File: config.mk
export PLATFORM = sky130hd
export DESIGN_NAME = integer_to_ascii_any_base
export DESIGN_NICKNAME = d
export VERILOG_FILES = /design/src/hdl/i2a_pkg.sv /design/src/hdl/i2a_seq.sv /design/src/hdl/integer_to_ascii_any_base.sv
export SDC_FILE = /design/constraint.sdc
export NUM_CORES = 1
export LEC_CHECK = 0
export ABC_AREA = 1
export BUFFER_PORTS_ARGS = -buffer_cell sky130_fd_sc_hd__buf_2
export CAP_MARGIN = 20
export CORE_MARGIN = 5
export CORE_UTILIZATION = 45
export DETAILED_ROUTE_END_ITERATION = 8
export PLACE_DENSITY_LB_ADDON = 0.12
export SYNTH_ARGS = -nofsm -noshare
export SYNTH_HDL_FRONTEND = slang
export SYNTH_SLANG_ARGS = --single-unit
File: constraint.sdc
create_clock -name clk -period 3.1 [get_ports clk]
set_clock_uncertainty 0.2 [all_clocks]
set_input_delay 0.31 -clock clk [delete_from_list [all_inputs] [get_ports clk]]
set_output_delay 0.31 -clock clk [all_outputs]
set_load 0.01 [all_outputs]
File: src/hdl/i2a_pkg.sv
`default_nettype none

package i2a_pkg;

    localparam int VALUE_WIDTH_DEF = 32;
    localparam int RADIX_W = 6;
    localparam int CHAR_W = 7;
    localparam int PC_W = 3;

    localparam logic [RADIX_W-1:0] RADIX_MIN = 6'd2;
    localparam logic [RADIX_W-1:0] RADIX_MAX = 6'd36;
    localparam logic [RADIX_W-1:0] RADIX_RESET = 6'd10;

    localparam logic [CHAR_W-1:0] CHAR_ZERO = 7'h30;
    localparam logic [CHAR_W-1:0] CHAR_A = 7'h61;
    localparam logic [CHAR_W-1:0] CHAR_MINUS = 7'h2d;

    // program steps
    localparam logic [PC_W-1:0] STEP_IDLE = 3'd0;
    localparam logic [PC_W-1:0] STEP_NEGATE = 3'd1;
    localparam logic [PC_W-1:0] STEP_DIV_INIT = 3'd2;
    localparam logic [PC_W-1:0] STEP_DIV_BIT = 3'd3;
    localparam logic [PC_W-1:0] STEP_DIGIT = 3'd4;
    localparam logic [PC_W-1:0] STEP_SIGN = 3'd5;

    typedef enum logic [2:0] {
        OP_NONE,
        OP_LOAD,
        OP_NEGATE,
        OP_DIV_INIT,
        OP_DIV_BIT,
        OP_EMIT_DIGIT,
        OP_EMIT_SIGN
    } dp_op_t;

    typedef enum logic [2:0] {
        COND_ALWAYS,
        COND_NEVER,
        COND_NO_START,
        COND_CNT_MORE,
        COND_QUOT_NZ
    } cond_t;

    typedef struct packed {
        dp_op_t          op;
        cond_t           cond;
        logic [PC_W-1:0] target;
        logic            busy;
    } ctrl_t;

    typedef struct packed {
        logic start;
        logic cnt_last;
        logic quot_nz;
    } status_t;

    function automatic ctrl_t prog_word(input logic [PC_W-1:0] pc);
        ctrl_t w;
        case (pc)
            STEP_IDLE:     w = '{OP_LOAD, COND_NO_START, STEP_IDLE, 1'b0};
            STEP_NEGATE:   w = '{OP_NEGATE, COND_NEVER, STEP_IDLE, 1'b1};
            STEP_DIV_INIT: w = '{OP_DIV_INIT, COND_NEVER, STEP_IDLE, 1'b1};
            STEP_DIV_BIT:  w = '{OP_DIV_BIT, COND_CNT_MORE, STEP_DIV_BIT, 1'b1};
            STEP_DIGIT:    w = '{OP_EMIT_DIGIT, COND_QUOT_NZ, STEP_DIV_INIT, 1'b1};
            STEP_SIGN:     w = '{OP_EMIT_SIGN, COND_ALWAYS, STEP_IDLE, 1'b1};
            default:       w = '{OP_NONE, COND_ALWAYS, STEP_IDLE, 1'b1};
        endcase
        return w;
    endfunction

    function automatic logic [CHAR_W-1:0] digit_char(input logic [RADIX_W-1:0] d);
        logic [CHAR_W-1:0] c;
        if (d < 6'd10)
            c = CHAR_ZERO + CHAR_W'(d);
        else
            c = CHAR_A + CHAR_W'(d - 6'd10);
        return c;
    endfunction

endpackage

`default_nettype wire

File: src/hdl/i2a_seq.sv
`default_nettype none

module i2a_seq (
    input  wire logic            clk,
    input  wire logic            rst_n,
    input  wire i2a_pkg::status_t status,
    output i2a_pkg::ctrl_t       ctrl
);

    logic [i2a_pkg::PC_W-1:0] pc_reg;
    logic [i2a_pkg::PC_W-1:0] pc_next;
    logic                     take_jump;

    assign ctrl = i2a_pkg::prog_word(pc_reg);

    always_comb
    begin
        case (ctrl.cond)
            i2a_pkg::COND_ALWAYS:   take_jump = 1'b1;
            i2a_pkg::COND_NEVER:    take_jump = 1'b0;
            i2a_pkg::COND_NO_START: take_jump = !status.start;
            i2a_pkg::COND_CNT_MORE: take_jump = !status.cnt_last;
            i2a_pkg::COND_QUOT_NZ:  take_jump = status.quot_nz;
            default:                take_jump = 1'b1;
        endcase
    end

    always_comb
    begin
        if (take_jump)
            pc_next = ctrl.target;
        else
            pc_next = pc_reg + 1'b1;
    end

    always_ff @(posedge clk or negedge rst_n)
    begin
        if (!rst_n)
            pc_reg <= i2a_pkg::STEP_IDLE;
        else
            pc_reg <= pc_next;
    end

endmodule

`default_nettype wire

File: src/hdl/integer_to_ascii_any_base.sv
`default_nettype none

// integer to ascii converter, any base 2..36
// an item is taken at a clock edge with start high and busy low; value holds the
// integer, signed_mode says whether it is two's complement
// characters leave least significant digit first, one per out_valid pulse; in
// signed mode a negative value is followed by '-', and last marks the final one
// out_valid is high for exactly one cycle per character and cannot be held off
// the base comes from the cfg channel (cfg_ready is always high); writes below 2
// store 2, above 36 store 36; write it only while busy is low
// each digit comes out of a restoring divider that retires one quotient bit per
// cycle; a digit takes an init step, the bit steps and an emit step
// busy stays high from the negate step through the sign step, so a new item is
// taken only once the last one is through
// each character appears in the cycle after the program step that produces it
// reset clears the sequencer, the output strobe and sets the base to 10

module integer_to_ascii_any_base #(
    parameter int VALUE_WIDTH = i2a_pkg::VALUE_WIDTH_DEF
) (
    input  wire logic                         clk,
    input  wire logic                         rst_n,
    input  wire logic                         start,
    output logic                              busy,
    input  wire logic [VALUE_WIDTH-1:0]       value,
    input  wire logic                         signed_mode,
    output logic                              out_valid,
    output logic [i2a_pkg::CHAR_W-1:0]        out_char,
    output logic                              last,
    input  wire logic                         cfg_valid,
    output logic                              cfg_ready,
    input  wire logic [i2a_pkg::RADIX_W-1:0]  cfg_data
);

    localparam int CNT_W = $clog2(VALUE_WIDTH + 1);

    i2a_pkg::ctrl_t   ctrl;
    i2a_pkg::status_t status;

    logic [i2a_pkg::RADIX_W-1:0] radix_reg;
    logic [VALUE_WIDTH-1:0]      num_reg;
    logic [VALUE_WIDTH-1:0]      num_next;
    logic [i2a_pkg::RADIX_W-1:0] rem_reg;
    logic [i2a_pkg::RADIX_W-1:0] rem_next;
    logic [CNT_W-1:0]            cnt_reg;
    logic [CNT_W-1:0]            cnt_next;
    logic                        neg_reg;
    logic                        neg_next;
    logic                        out_valid_reg;
    logic                        out_valid_next;
    logic [i2a_pkg::CHAR_W-1:0]  out_char_reg;
    logic [i2a_pkg::CHAR_W-1:0]  out_char_next;
    logic                        last_reg;
    logic                        last_next;
    logic [i2a_pkg::RADIX_W:0]   trial;
    logic                        trial_ge;

    i2a_seq u_seq (
        .clk    (clk),
        .rst_n  (rst_n),
        .status (status),
        .ctrl   (ctrl)
    );

    assign status.start    = start;
    assign status.cnt_last = (cnt_reg == CNT_W'(1));
    assign status.quot_nz  = (num_reg != '0);

    assign busy      = ctrl.busy;
    assign cfg_ready = 1'b1;
    assign out_valid = out_valid_reg;
    assign out_char  = out_char_reg;
    assign last      = last_reg;

    always_ff @(posedge clk or negedge rst_n)
    begin
        if (!rst_n)
            radix_reg <= i2a_pkg::RADIX_RESET;
        else if (cfg_valid && cfg_ready)
        begin
            if (cfg_data < i2a_pkg::RADIX_MIN)
                radix_reg <= i2a_pkg::RADIX_MIN;
            else if (cfg_data > i2a_pkg::RADIX_MAX)
                radix_reg <= i2a_pkg::RADIX_MAX;
            else
                radix_reg <= cfg_data;
        end
    end

    // one restoring divide step: remainder picks up the next dividend bit
    assign trial    = {rem_reg, num_reg[VALUE_WIDTH-1]};
    assign trial_ge = (trial >= {1'b0, radix_reg});

    always_comb
    begin
        num_next       = num_reg;
        rem_next       = rem_reg;
        cnt_next       = cnt_reg;
        neg_next       = neg_reg;
        out_valid_next = 1'b0;
        out_char_next  = out_char_reg;
        last_next      = last_reg;
        case (ctrl.op)
            i2a_pkg::OP_LOAD:
            begin
                if (start)
                begin
                    num_next = value;
                    neg_next = signed_mode & value[VALUE_WIDTH-1];
                end
            end
            i2a_pkg::OP_NEGATE:
            begin
                // most negative value wraps to its unsigned magnitude
                if (neg_reg)
                    num_next = ~num_reg + 1'b1;
            end
            i2a_pkg::OP_DIV_INIT:
            begin
                rem_next = '0;
                cnt_next = CNT_W'(VALUE_WIDTH);
            end
            i2a_pkg::OP_DIV_BIT:
            begin
                if (trial_ge)
                    rem_next = i2a_pkg::RADIX_W'(trial - {1'b0, radix_reg});
                else
                    rem_next = trial[i2a_pkg::RADIX_W-1:0];
                num_next = {num_reg[VALUE_WIDTH-2:0], trial_ge};
                cnt_next = cnt_reg - 1'b1;
            end
            i2a_pkg::OP_EMIT_DIGIT:
            begin
                out_valid_next = 1'b1;
                out_char_next  = i2a_pkg::digit_char(rem_reg);
                last_next      = (num_reg == '0) && !neg_reg;
            end
            i2a_pkg::OP_EMIT_SIGN:
            begin
                out_valid_next = neg_reg;
                out_char_next  = i2a_pkg::CHAR_MINUS;
                last_next      = 1'b1;
            end
            default:
            begin
                out_valid_next = 1'b0;
            end
        endcase
    end

    always_ff @(posedge clk or negedge rst_n)
    begin
        if (!rst_n)
            out_valid_reg <= 1'b0;
        else
            out_valid_reg <= out_valid_next;
    end

    always_ff @(posedge clk)
    begin
        num_reg      <= num_next;
        rem_reg      <= rem_next;
        cnt_reg      <= cnt_next;
        neg_reg      <= neg_next;
        out_char_reg <= out_char_next;
        last_reg     <= last_next;
    end

endmodule

`default_nettype wire
# == Word level (Yosys, flattened, before mapping) ==
# Index checks and enable logic that the tools add are counted.
# classes
n_reduce_logical,12
n_eq_ne,18
n_lt_le_gt_ge,4
add_sub_neg,7
div_mod_pow,0
mul,0
bitwise,2
muxes,15
shifts,0
# op_table
operator,count
case mux 32 bit (3 select lines),1
2-to-1 mux 32 bit,2
case mux 10 bit (6 select lines),1
"adder 32 x 1 -> 32 bit, second input constant",1
zero test 32 bit,1
inverter 32 bit,1
nonzero test 32 bit,1
case mux 6 bit (2 select lines),2
"equality test 3 x 2 -> 1 bit, second input constant",6
"equality test 3 bit, second input constant",6
2-to-1 mux 6 bit,3
case mux 7 bit (2 select lines),1
"equality test 3 x 1 -> 1 bit, second input constant",3
"adder 6 x 6 -> 7 bit, first input constant",1
"adder 7 bit, first input constant",1
>= comparator 7 x 6 -> 1 bit,1
2-to-1 mux 7 bit,1
"subtractor 6 x 4 -> 7 bit, second input constant",1
"equality test 6 x 1 -> 1 bit, second input constant",1
"> comparator 6 bit, second input constant",1
"less-than comparator 6 x 2 -> 1 bit, second input constant",1
"less-than comparator 6 x 4 -> 1 bit, second input constant",1
"subtractor 6 x 1 -> 6 bit, second input constant",1
subtractor 6 bit,1
13 further kinds,18
# totals
inputBits,43
word_cells,67
regBits,63
ram_bits,0
mem_bits_ro,0
memories,0
output_inout_bits,11
latchBits,0

# == Depth between registers and ports, before layout ==
# depth
ltp_word,5
depth_mapped,11
mapped_depth_nobuf,10

# == Cells and area by module ==
# Synthesis repeated with hierarchy kept, for this count alone.
# unflattened
hier_cells,646
hier_area_um2,4693.3
# modules_own_cells
module,area_each_um2,n_inst,seq_area_each_um2,cells_per_inst
integer_to_ascii_any_base,4309.1,1,1769.2,595
i2a_seq,384.1,1,75.1,51

# == Worst setup path after synthesis ==
# No wires, ideal clock.
# synth_timing
path_kind,reg-to-reg
start,reg u_seq.pc_reg[1] (netlist name)
end,"reg num_reg[0], enable pin"
path_buffers,1
setup_ns,0.421
path_stages_with_launch,9
required_ns,2.479
arrival_time_ns,2.785
period_less_slack_ns,3.406
slack_ns,-0.306
path_cell_list,dfrtp_1 -> inv_1 -> ha_1 -> inv_1 -> nand2_1 -> nor3_4 -> buf_6 -> o22ai_1 -> nor2_1
# synth_via
elab_chain_len,5
word_cells_on_any_way,14
cone_classes,eq/ne (10); mux (1); reduce/logical (3)
# synth_lines
item,line,rtl
from (decl),i2a_seq.sv:10,logic [i2a_pkg::PC_W-1:0] pc_reg;
from (signal assigned),i2a_seq.sv:39,pc_reg <= i2a_pkg::STEP_IDLE;
from (signal assigned),i2a_seq.sv:41,pc_reg <= pc_next;
equality test 3 bit (tied with other cells),i2a_pkg.sv:59,case (pc)
case mux 10 bit (6 select lines) (*),i2a_pkg.sv:59,
equality test 3 x 2 -> 1 bit (tied with other cells),integer_to_ascii_any_base.sv:103,case (ctrl.op)
!= test 2 bit (no source line) / nonzero test 3 bit (equally long branches),-,
AND reduction 3 bit (no source line) (*),-,
to (signal assigned),integer_to_ascii_any_base.sv:161,num_reg <= num_next;
to (decl),integer_to_ascii_any_base.sv:41,logic [VALUE_WIDTH-1:0] num_reg;
# Mark *: on every way between the ends. The rest lies on a longest branch, timed or not.
# A chain may end at the register's enable or synchronous reset.

# == Worst setup path in the final report ==
# layout_timing
start,reg u_seq.pc_reg[1] (netlist name)
end,"reg num_reg[18], enable pin"
# The elaborated chain is that of the path after synthesis.

==> impl_metrics.json <==
{
  "gp_congestion": 0.959,
  "synth_adder_area_share_pct": 6.84,
  "die_area_um2": 12500,
  "drc": 0,
  "async_flop_share_pct": 15.9,
  "viasPerCell": 5.17,
  "grt_max_degree": 33,
  "die_y_um": 112,
  "die_w_um": 112,
  "io_pins": 54,
  "syn-num-nets": 687,
  "drtAntennaViolNets": 0,
  "routedWlPerCell_um": 14.2,
  "netlist_top_cells_count": "159 x nand2_1, 83 x inv_1, 74 x nand3_1, 74 x nor2_1, 53 x edfxtp_1",
  "yosysSeqAreaShare_pct": 39.4,
  "clk_pin_slew_worst_paths_ps": 70,
  "crit_arrival_ps": 2590,
  "drive_above_1_share_pct": 15.5,
  "final_cells": 819,
  "yosys-top-cells-area": "edfxtp_1 34%, nand2_1 13%, nand3_1 7.9%",
  "synthFlopType": "edfxtp_1",
  "dp_slack_ps": 379,
  "core_area_um2": 10200,
  "min_delay_path_depth": 3,
  "power_density_nw_per_um2": 616,
  "grt_pass1_vias": 4118,
  "synth_top_family_by_area": "simple AND/OR/NAND/NOR gates",
  "hold_viol_final": 0,
  "syn_area_um2": 4680,
  "relSlewSlack_pct": 59.9,
  "wl_mm": 11.7,
  "critPathKind": "reg -> reg",
  "finalCriticalPeriod_ps": 2740,
  "totalNegativeSetupSlack_ps": 0,
  "fillers": 1035,
  "reg2regPathDepth": 9,
  "worstPathMaxFanout": 32,
  "p_leak_uw": 0.00244,
  "rsz0062_at_grt": "false",
  "avgSynthCellArea_um2": 7.56,
  "status": "completed",
  "yosysMostFrequentCell": "nand2_1",
  "fmax_mhz": 365,
  "drtIter0Drc": 311,
  "cts_resized": 0,
  "placed_cells": 799,
  "synth-simple-area-share_pct": 33.5,
  "syn_inst": 619,
  "area_delta_synth_final_pct": 13.4,
  "yosysTopAreaCell": "edfxtp_1",
  "synth_compound_area_share_pct": 9.57,
  "synth_edf_count": 53,
  "synth-seq-cells": 63,
  "clock_path_buffers": 2,
  "root_buffer": "clkbuf_8",
  "muxShareOfSynthArea_pct": 0,
  "critPathRequiredTime_ps": 2950,
  "rows": 37,
  "worst_pin_slew_ps": 601,
  "largest_reg_flops": 32,
  "antennaDiodeCount": 0,
  "ys_warn_count": 0,
  "antenna_found_initial": 0,
  "initial_utilization_pct": 45.8,
  "fin_nets": 746,
  "io_buffer_count": 52,
  "clock_latency_ps": 340,
  "tritoncts": "built",
  "cts_sinks": 63,
  "crit_path_end_kind": "flip-flop",
  "htreeDepth": 3,
  "dr_total_vias": 4232,
  "synth-xor-area-share_pct": 1.12,
  "start_kind": "flip-flop",
  "finalSetupViolCount": 0,
  "yosys.area.top_type_share_pct": 34.0,
  "cts_buffers": 9,
  "dp.final_hpwl_mm": 8.79,
  "synthDistinctLibCells": 40,
  "maxCapViolCount": 0,
  "dr.pass1.iters": 5,
  "overflow": 0,
  "fin_ws_ps": 360,
  "final.period_utilization_pct": 88.4,
  "grt_pass1_wl_mm": 19.5,
  "vdd_drop_max_uv": 419,
  "grt_use_total_pct": 18.8,
  "holdCritPathClass": "in -> reg",
  "report.final.slew_viol_count": 0
}
-- final timing paths --
check,startpoint,to,slack [ps]
setup reg to reg,u_seq.pc_reg[1],num_reg[18],360
hold / removal,signed_mode,neg_reg,30
setup / recovery,u_seq.pc_reg[1],num_reg[18],360
max in group asynchronous,rst_n,radix_reg[1],2280
hold reg to reg,radix_reg[0],radix_reg[0],330
min in group asynchronous,rst_n,u_seq.pc_reg[1],160
-- critical path, stage by stage, from the launching register on --
cell and delay, ps:
dfrtp_1 450, ha_1 230, ha_1 250, o21ai_4 270, inv_4 80, nor2_8 270
inv_2 180, o22ai_1 180, nor2_2 40, buf_4 270
-- final cells by class --
cell class | instances | area, um2 | share of cell area (%)
timing repair buffer | 61 | 338 | 6.36
sequential | 63 | 1840 | 34.7
clock inverter | 7 | 111 | 2.10
tap | 136 | 170 | 3.20
inverter | 87 | 329 | 6.20
multi-input combinational | 456 | 2390 | 45.1
clock buffer | 9 | 124 | 2.33
-- cells in the final DEF, fill, tap and decap left out, drive strengths merged, types with 5 or more instances in the layout --
master and instances:
nand4 13, clkbuf 9, dfrtp 8, buf 57, nand3 76, nor2 87
ha 24, a21oi 18, o21ai 38, nand2 162, inv 87, xnor2 5
edfxtp 53, o211ai 16
-- kinds of logic after synthesis --
group	after synthesis
AO/OA/AOI/OAI	75
AND/OR/NAND/NOR	349
other	1
flip-flops	63
buffers and inverters	100
adder cells (fa/ha/maj)	25
XOR/XNOR	6
-- metrics by stage --
stage | cell area (um2) | utilization (%) | total power [uW] | hold WS [ps]
floorplan | 4680 | - | 2150 | -186
global placement | 5040 | 49.2 | 2370 | -4.24
detailed placement | 5040 | 49.2 | 2410 | -4.57
CTS | 5310 | 51.9 | 3300 | 15.8
global route | 5310 | 51.9 | 3520 | 29.3
finish | 5310 | 51.9 | 3270 | 26.9
-- timing repair --
item                      in CTS  in global routing
setup buffers                  0                  0
hold endpoints to repair      12                  0
hold buffers                   4                  0
-- report_power, final --
part	switching, uW	internal (uW)
Sequential	162	1160
Combinational	648	422
Clock	348	529
-- layer usage --
layer,part of all wire (%),global-route usage [%]
met5,0,0
met1,45,24.2
met2,50,32.8
met4,1.3,5.85
met3,4.2,2.77
Power figures use the tool's default switching activity.
